===== src/hdl/orf_pkg.sv =====
`default_nettype none
package orf_pkg;

	localparam int NUM_SLOTS = 8;
	localparam int SLOT_IDX_W = $clog2(NUM_SLOTS);
	localparam int HDR_LEN = 4;
	localparam int FIFO_AW = 2;

	// option parser position within the field
	typedef enum logic [2:0] {
		PH_TYPE = 3'b001,
		PH_LEN  = 3'b010,
		PH_DATA = 3'b100
	} phase_t;

	typedef struct packed {
		logic        kind;
		logic [7:0]  data_byte;
		logic        reject_needed;
		logic [15:0] reject_length;
		logic        end_of_run;
	} result_t;

	// up to two results per input word, first slot filled first
	typedef struct packed {
		logic    v0;
		logic    v1;
		result_t r0;
		result_t r1;
	} push_t;

endpackage
`default_nettype wire


===== src/hdl/orf_parse.sv =====
`default_nettype none
module orf_parse
	import orf_pkg::*;
(
	input  wire logic                  clk,
	input  wire logic                  arst_n,
	input  wire logic                  cfg_wr_en,
	input  wire logic [SLOT_IDX_W-1:0] cfg_index,
	input  wire logic [7:0]            cfg_data,
	input  wire logic                  step,
	input  wire logic [7:0]            byte_s1,
	input  wire logic                  last_s1,
	output push_t                      push
);

	logic [7:0]  supported_q [NUM_SLOTS];
	phase_t      phase_q;
	logic [7:0]  left_q;
	logic        opt_rej_q;
	logic        any_rej_q;
	logic [15:0] cnt_q;

	phase_t      phase_d;
	logic [7:0]  left_d;
	logic        opt_rej_d;
	logic        any_rej_d;
	logic        match;
	logic        emit;
	logic [7:0]  len_eff;
	logic [15:0] cnt_d;
	logic [16:0] total;
	result_t     byte_res;
	result_t     sum_res;

	always_comb begin
		match = 1'b0;
		for (int k = 0; k < NUM_SLOTS; k++) begin
			if (supported_q[k] != 8'd0 && supported_q[k] == byte_s1) begin
				match = 1'b1;
			end
		end
	end

	// lengths under two mean an option with no data
	assign len_eff = (byte_s1 < 8'd2) ? 8'd2 : byte_s1;

	always_comb begin
		phase_d   = phase_q;
		left_d    = left_q;
		opt_rej_d = opt_rej_q;
		any_rej_d = any_rej_q;
		case (phase_q)
			PH_LEN: begin
				left_d  = len_eff - 8'd2;
				phase_d = (left_d != 8'd0) ? PH_DATA : PH_TYPE;
			end
			PH_DATA: begin
				left_d  = left_q - 8'd1;
				phase_d = (left_d == 8'd0) ? PH_TYPE : PH_DATA;
			end
			default: begin
				opt_rej_d = !match;
				any_rej_d = any_rej_q | !match;
				phase_d   = PH_LEN;
			end
		endcase
		emit  = opt_rej_d;
		cnt_d = (emit && cnt_q != 16'hFFFF) ? cnt_q + 16'd1 : cnt_q;
	end

	assign total = {1'b0, cnt_d} + 17'(HDR_LEN);

	always_comb begin
		byte_res.kind          = 1'b0;
		byte_res.data_byte     = byte_s1;
		byte_res.reject_needed = 1'b0;
		byte_res.reject_length = 16'd0;
		byte_res.end_of_run    = !last_s1;
		sum_res.kind           = 1'b1;
		sum_res.data_byte      = 8'd0;
		sum_res.reject_needed  = any_rej_d;
		sum_res.reject_length  = total[16] ? 16'hFFFF : total[15:0];
		sum_res.end_of_run     = 1'b1;
		push.v0 = step && (emit || last_s1);
		push.v1 = step && emit && last_s1;
		push.r0 = emit ? byte_res : sum_res;
		push.r1 = sum_res;
	end

	always_ff @(posedge clk or negedge arst_n) begin
		if (!arst_n) begin
			for (int k = 0; k < NUM_SLOTS; k++) begin
				supported_q[k] <= 8'd0;
			end
		end else if (cfg_wr_en) begin
			supported_q[cfg_index] <= cfg_data;
		end
	end

	always_ff @(posedge clk or negedge arst_n) begin
		if (!arst_n) begin
			phase_q   <= PH_TYPE;
			left_q    <= 8'd0;
			opt_rej_q <= 1'b0;
			any_rej_q <= 1'b0;
			cnt_q     <= 16'd0;
		end else if (step) begin
			if (last_s1) begin
				// field ends, even in the middle of an option
				phase_q   <= PH_TYPE;
				left_q    <= 8'd0;
				opt_rej_q <= 1'b0;
				any_rej_q <= 1'b0;
				cnt_q     <= 16'd0;
			end else begin
				phase_q   <= phase_d;
				left_q    <= left_d;
				opt_rej_q <= opt_rej_d;
				any_rej_q <= any_rej_d;
				cnt_q     <= cnt_d;
			end
		end
	end

	a_clear_after_last: assert property (@(posedge clk) disable iff (!arst_n)
		step && last_s1 |=> phase_q == PH_TYPE && cnt_q == 16'd0 && !any_rej_q)
		else $error("field state not cleared after last word");

	a_data_left: assert property (@(posedge clk) disable iff (!arst_n)
		phase_q == PH_DATA |-> left_q != 8'd0)
		else $error("data phase with no bytes left");

	a_rej_count: assert property (@(posedge clk) disable iff (!arst_n)
		cnt_q != 16'd0 |-> any_rej_q)
		else $error("bytes copied with no rejected option");

endmodule
`default_nettype wire


===== src/hdl/orf_result_fifo.sv =====
`default_nettype none
module orf_result_fifo
	import orf_pkg::*;
(
	input  wire logic  clk,
	input  wire logic  arst_n,
	input  wire push_t push,
	output logic       room2,
	output logic       out_valid,
	input  wire logic  out_ready,
	output result_t    head
);

	localparam int DEPTH = 1 << FIFO_AW;

	result_t            mem [DEPTH];
	logic [FIFO_AW-1:0] wp_q;
	logic [FIFO_AW-1:0] rp_q;
	logic [FIFO_AW:0]   count_q;
	logic               pop;
	logic [FIFO_AW:0]   n_push;
	logic [FIFO_AW:0]   free;

	assign out_valid = count_q != '0;
	assign pop       = out_valid && out_ready;
	assign head      = mem[rp_q];
	assign n_push    = (FIFO_AW+1)'(push.v0) + (FIFO_AW+1)'(push.v1);
	assign free      = (FIFO_AW+1)'(DEPTH) - count_q + (FIFO_AW+1)'(pop);
	// two free slots so a word that yields a byte and a summary always fits
	assign room2     = free >= (FIFO_AW+1)'(2);

	always_ff @(posedge clk) begin
		if (push.v0) begin
			mem[wp_q] <= push.r0;
		end
		if (push.v1) begin
			mem[wp_q + FIFO_AW'(1)] <= push.r1;
		end
	end

	always_ff @(posedge clk or negedge arst_n) begin
		if (!arst_n) begin
			wp_q    <= '0;
			rp_q    <= '0;
			count_q <= '0;
		end else begin
			wp_q    <= wp_q + n_push[FIFO_AW-1:0];
			rp_q    <= rp_q + FIFO_AW'(pop);
			count_q <= count_q + n_push - (FIFO_AW+1)'(pop);
		end
	end

	a_no_overflow: assert property (@(posedge clk) disable iff (!arst_n)
		count_q <= (FIFO_AW+1)'(DEPTH))
		else $error("result queue overflow");

	a_push_order: assert property (@(posedge clk) disable iff (!arst_n)
		push.v1 |-> push.v0 && push.r1.kind && !push.r0.kind)
		else $error("second result without a copied byte first");

endmodule
`default_nettype wire


===== src/hdl/ppp_option_reject_filter.sv =====
// channel | handshake             | payload
// in      | in_valid / in_ready   | opt_byte, last_byte
// out     | out_valid / out_ready | kind, data_byte, reject_needed, reject_length, end_of_run
// cfg     | cfg_wr_en             | cfg_index, cfg_data
//
// one word per cycle in while the queue has room; accepted words are registered, then queued
// a last word that also copies a byte yields two results, which the four-entry result
// queue drains one per cycle while out_ready is high; it sets the rate after such a word
// input is held back while the queue lacks two free slots
// reset clears parser state, queue pointers and all supported-type slots to empty
`default_nettype none
module ppp_option_reject_filter
	import orf_pkg::*;
(
	input  wire logic                  clk,
	input  wire logic                  arst_n,
	input  wire logic                  cfg_wr_en,
	input  wire logic [SLOT_IDX_W-1:0] cfg_index,
	input  wire logic [7:0]            cfg_data,
	input  wire logic                  in_valid,
	output logic                       in_ready,
	input  wire logic [7:0]            opt_byte,
	input  wire logic                  last_byte,
	output logic                       out_valid,
	input  wire logic                  out_ready,
	output logic                       kind,
	output logic [7:0]                 data_byte,
	output logic                       reject_needed,
	output logic [15:0]                reject_length,
	output logic                       end_of_run
);

	logic       valid_s1;
	logic [7:0] byte_s1;
	logic       last_s1;
	logic       room2;
	logic       step;
	push_t      push;
	result_t    head;

	assign step     = valid_s1 && room2;
	assign in_ready = !valid_s1 || step;

	always_ff @(posedge clk or negedge arst_n) begin
		if (!arst_n) begin
			valid_s1 <= 1'b0;
		end else if (in_ready) begin
			valid_s1 <= in_valid;
		end
	end

	always_ff @(posedge clk) begin
		if (in_valid && in_ready) begin
			byte_s1 <= opt_byte;
			last_s1 <= last_byte;
		end
	end

	orf_parse u_parse (
		.clk       (clk),
		.arst_n    (arst_n),
		.cfg_wr_en (cfg_wr_en),
		.cfg_index (cfg_index),
		.cfg_data  (cfg_data),
		.step      (step),
		.byte_s1   (byte_s1),
		.last_s1   (last_s1),
		.push      (push)
	);

	orf_result_fifo u_fifo (
		.clk       (clk),
		.arst_n    (arst_n),
		.push      (push),
		.room2     (room2),
		.out_valid (out_valid),
		.out_ready (out_ready),
		.head      (head)
	);

	assign kind          = head.kind;
	assign data_byte     = head.data_byte;
	assign reject_needed = head.reject_needed;
	assign reject_length = head.reject_length;
	assign end_of_run    = head.end_of_run;

endmodule
`default_nettype wire

===== config.mk =====
export PLATFORM = sky130hd
export DESIGN_NAME = ppp_option_reject_filter
export DESIGN_NICKNAME = d
export VERILOG_FILES = /design/src/hdl/orf_pkg.sv /design/src/hdl/orf_parse.sv /design/src/hdl/orf_result_fifo.sv /design/src/hdl/ppp_option_reject_filter.sv
export SDC_FILE = /design/constraint.sdc
export NUM_CORES = 1
export LEC_CHECK = 0
export CORE_MARGIN = 2
export CORE_UTILIZATION = 55
export CTS_BUF_LIST = sky130_fd_sc_hd__clkbuf_4
export CTS_CLUSTER_DIAMETER = 50
export CTS_CLUSTER_SIZE = 24
export DETAILED_ROUTE_END_ITERATION = 12
export DONT_BUFFER_PORTS = 1
export HOLD_SLACK_MARGIN = 0.12
export PLACE_DENSITY = 0.73
export SYNTH_ARGS = -nofsm -noshare
export SYNTH_HDL_FRONTEND = slang
export SYNTH_HIERARCHICAL = 1
export SYNTH_SLANG_ARGS = --single-unit

===== constraint.sdc =====
create_clock -name clk -period 5.8 [get_ports clk]
set_input_delay 1.45 -clock clk [delete_from_list [all_inputs] [get_ports clk]]
set_output_delay 1.45 -clock clk [all_outputs]
set_load 0.01 [all_outputs]

======== After elaboration in Yosys (flattened, before gate mapping) ========
Memories as Yosys holds them, arrays and structs flattened.
Cells that the tools add are included.
Widths: inputs -> output; s select.
operators by class
  add/subtract/negate cells ............... 12
  $mul .................................... 0
  div/mod/pow operators ................... 0
  magnitude comparators ................... 4
  equal/unequal tests ..................... 11
  shift-type cells ........................ 0
  mux-type cells .......................... 30
  bitwise operators ....................... 2
  reduce and logical (&&, ||, !) cells .... 35
operator list
  cell                   number
  $reduce_bool 8->1      9
  $bwmux 64              1
  $eq 8x8->1             8
  $mux 16                3
  $mux 27                1
  $demux 8 s3            1
  $mux 8                 3
  $add 16x3->17 const B  1
  $add 16x1->16 const B  1
  $logic_and 1x1->1      16
  $mux 1                 16
  $ne 16x16->1 const B   1
  $pmux 8 s2             1
  $mux 3                 3
  $logic_not 8->1        1
  $lt 8x2->1 const B     1
  $sub 8x1->8 const B    1
  $sub 8x2->8 const B    1
  $pmux 3 s2             1
  $reduce_bool 3->1      2
  $ge 4x4->1 const B     1
  $lt 4x1->1 const B     1
  $not 3->4              1
  $add 3x1->3            1
  15 further kinds       18
word-level totals
  flip-flop bits (word level) ............. 110
  bits in latches ......................... 0
  bits in writable memories ............... 108
  bits in read-only memories .............. 0
  output and inout port bits .............. 29
  word-level logic and storage cells ...... 114
  memories kept ........................... 1
memory list
  memory      words  bits a word  read ports  clocked after memory_dff  write ports  line                   RTL
  u_fifo.mem  4      27           1           0                         2            orf_result_fifo.sv:16  result_t mem [DEPTH];

======== Logic depth before layout (Yosys ltp) ========
  word-level depth ........................ 17
  mapped depth ............................ 21
  mapped depth without buffers ............ 18

======== Modules after synthesis ========
The synthesis kept the hierarchy.
modules (own cells, without submodules)
  module                    times used  cells an instance  area each (um^2)
  orf_parse                 1           648                6157.2
  orf_result_fifo           1           303                5803.1
  ppp_option_reject_filter  1           14                 330.3

======== Worst setup path after synthesis ========
No wires, ideal clock.
  path kind ............................... input -> register
  start ................................... input port out_ready
  end ..................................... memory u_fifo/mem[2][0] (netlist name), enable pin
  arrival ................................. 4.933 ns
  setup slack ............................. 0.418 ns
  cell stages on the path ................. 10
  path buffers ............................ 2
  cells stage by stage .................... nand2b_1 -> ha_1 -> xnor2_1 -> nand2b_1 -> and2_1 -> clkbuf_1 -> clkbuf_1 -> a21boi_0 -> nand2b_1 -> o21ai_0
RTL lines
  element      line                            RTL
  from (decl)  ppp_option_reject_filter.sv:25  input wire logic out_ready,
  to (decl)    orf_result_fifo.sv:16

==> metrics.txt <==
status=finished clean; Die Y=153.5 µm; share of the synthesized area in the top cell type=0.2859; Setup Buffers After CTS=0; first-pass GRT wire length=42750 µm; vias in the first global route=7884; post_cts resized=0; fin crit share=0.8293; Critical Path Fanout Max=29; fin crit period=4.810 ns; setup violators final=0; Slew headroom=0.1935; worst hold slack=0.4103 ns; PwrDens=521.6 nW/µm²; FP Rows=54; critical path class=reg2reg; CP endpoint kind=flop; # DRC=0; Slew Viols, Final=0; initial antenna violation count=2; number of synthesized flops with an enable pin=117; reg2reg start=byte_s1[6]; Hold Buf Count CTS=0; Initial Util=0.5614; Worst Tran Pin Value=1.201 ns; Worst Setup Start Kind=flop; top cells by area, synth=edfxtp_1, dfrtp_1, mux2_2; TritonCTS Sinks=218; Max-Cap Viols=0; Routed Wire Length=26110 µm; drt first pass iters=5; Main synth FF type=edfxtp_1; distinct cell type count after synthesis=71; CTS tree=built; via/cell ratio=6.115; Syn Inst Count=965; Static Leak=4.931 nW; most area-hungry cell type in the Yosys netlist=edfxtp_1; Max Clk Rate=207.9 MHz; skew final=0.09159 ns; Final Hold Viols=0; DR WL/cell=20.84 µm; Area Growth Syn to Fin=4.408%; Synthesis Warnings=6; core area=21890 µm²; Initial DRC Count=523; Nets=988; All-Layer GR Usage=0.2243; synthesized flop and latch total=218; Total Neg Setup Slack=0 ns; Seq/Total Area, Yosys=0.4916; clock root cell=clkbuf_4; Die Span X=153.5 µm; Worst R2R End=u_fifo/mem[1][7]; I/O pin count=54; RD Place Congestion=0.8711; Clock Path Buffers=3; asr flop ratio synth=0.4633; pin count of the biggest net entering global routing=102; Num CTS Buffers=27; Req. time, crit path=6.28 ns; synthesized cell area=12290 µm²; critical path arrival=5.29 ns; worst skew pair latency=0.73 ns; Syn Area/Cell=12.74 µm²; grt total ovfl=0; RSZ-0062 raised after global routing=no; fraction of layout cells with a size suffix above 1=0.2956; R2R Setup Slk=0.99 ns; H-Tree Level Count=1; DR vias=7662; number of I/O port buffers=0; VDD IR max=0.2278 mV; worst reg-to-reg path cell count=17; Hold Crit Class=in2async; Reg clk slew, reported paths=0.16 ns; ANT nets after route=0; die area=23560 µm²; HPWL after detailed placement=17050 µm
==> worst max path at each step <==
stage / cells after the start / to / from / slack, ns
after floorplan: 10 / u_fifo/mem[2][0] / out_ready / 0.42
after global placement: 17 / u_fifo/mem[0][3] / byte_s1[6] / 1.08
after detailed placement: 17 / u_fifo/mem[1][7] / byte_s1[6] / 0.99
after CTS: 17 / u_fifo/mem[1][7] / byte_s1[6] / 1.02
after global routing: 18 / u_fifo/mem[0][3] / byte_s1[6] / 0.64
final: 17 / u_fifo/mem[1][7] / byte_s1[6] / 0.99
==> cell type report <==
type / count / area [µm²]
diodes: 2 / 5.005
inverters: 33 / 123.9
repair buffers: 14 / 105.1
flip-flops and latches: 218 / 6043
clock buffers: 28 / 210.2
fillers: 1758 / 9059
multi-input cells: 656 / 5712
well taps: 280 / 350.3
clock inverters: 22 / 282.8
==> placed cells by master (no fill, tap or decap), types with 4 or more instances in the layout <==
cell type | synthesis | final
a211oi_1 | 7 | 7
a31oi_1 | 4 | 4
nor2_1 | 34 | 32
or3_1 | 4 | 4
nand2b_1 | 8 | 8
o31ai_1 | 8 | 8
nand3b_1 | 4 | 4
nor3_1 | 15 | 15
and2_1 | 11 | 11
a22o_1 | 5 | 5
mux2_4 | 22 | 22
a21oi_1 | 29 | 29
nand2_1 | 47 | 47
clkbuf_4 | 0 | 28
nand4_1 | 13 | 13
buf_4 | 20 | 14
inv_6 | 0 | 4
mux2_2 | 152 | 152
conb_1 | 2 | 10
inv_8 | 0 | 5
o211ai_1 | 4 | 4
xnor2_1 | 40 | 40
xor2_1 | 55 | 55
and3_1 | 6 | 6
and4_1 | 4 | 4
dfrtp_1 | 100 | 99
nand3_1 | 22 | 22
mux4_2 | 27 | 27
nor3b_1 | 6 | 6
edfxtp_1 | 117 | 117
o22ai_1 | 15 | 15
inv_1 | 32 | 32
nor4_1 | 25 | 25
ha_1 | 12 | 12
o21ai_0 | 25 | 23
==> state kept, by name, summed over array words and instances (netlist names) <==
| register | count |
|---|---|
| last_s1 | 1 |
| u_fifo/rp_q | 2 |
| u_fifo/wp_q | 2 |
| u_parse/opt_rej_q | 1 |
| u_parse/cnt_q | 16 |
| byte_s1 | 8 |
| valid_s1 | 1 |
| u_fifo/mem | 108 |
| u_parse/left_q | 8 |
| u_parse/phase_q | 3 |
| u_parse/any_rej_q | 1 |
| u_parse/supported_q | 64 |
| u_fifo/count_q | 3 |
==> cell usage after synthesis, drive strengths merged, types with 2 or more instances <==
master,count
mux2,176
edfxtp,117
dfrtp,100
xor2,55
nand2,49
buf,42
xnor2,40
nor2,34
inv,32
a21oi,30
mux4,27
nor4,26
o21ai,25
clkbuf,24
nand3,24
nor3,16
o22ai,15
nand4,14
and2,12
ha,12
nand2b,9
o31ai,9
a211oi,8
nor3b,8
and3,6
a22o,5
or3,5
a31oi,4
and4,4
nand3b,4
o211ai,4
nand4b,3
o21a,3
a2111oi,2
a21o,2
conb,2
mux2i,2
==> worst max-delay path: stages (launching register included) <==
cell and delay [ns]:
edfxtp_1 0.71, nor4_4 0.47, a211oi_1 0.13, nand4_1 0.14
nand3_2 0.12, o31ai_4 0.29, buf_4 0.40, nand2_4 0.11
nor2_1 0.22, xnor2_1 0.11, ha_1 0.24, and3_1 0.19
o31ai_1 0.08, a22oi_1 0.16, and2_1 0.23, nand2_2 0.40
a21oi_1 0.24, mux2_1 0.38
==> routing by layer <==
metal  routed length (µm)  track usage  up-vias
met1                11720       0.3141     3825
met5                    0            0        -
met3                 1421      0.03232       39
met2                12420       0.3691      244
met4                  550      0.06073        0
li1                     -            -     3554
==> cells by family after synthesis <==
kind of cell,Yosys count,synth area share
muxes,205,0.2191
DFF,218,0.4916
buffers and inverters,99,0.04764
other,2,0.0006110
xor gates and xnor gates,95,0.06770
and+or+nand+nor,218,0.09906
adders and majority gates,13,0.01384
AOI/OAI and AO/OA,115,0.06047
==> power breakdown <==
| group | switching [W] | total (W) | internal (W) |
|---|---|---|---|
| clock network | 0.000644 | 0.00108 | 0.000434 |
| registers | 0.000463 | 0.00284 | 0.00238 |
| logic | 0.00151 | 0.00277 | 0.00127 |
==> stage by stage <==
step	total power, W	cell area (µm²)	util	cells	worst slack, ns
final	0.006693	12830	0.5862	1253	0.9899
after global routing	0.007110	12830	0.5862	1253	0.6357
after CTS	0.006742	12830	0.5860	1251	1.023
after detailed placement	0.005654	12330	0.5634	1201	0.9919
after global placement	0.005565	12330	0.5634	1201	1.080
after floorplan	0.005011	12320	-	973	0.4184
Power figures use the tool's default switching activity.
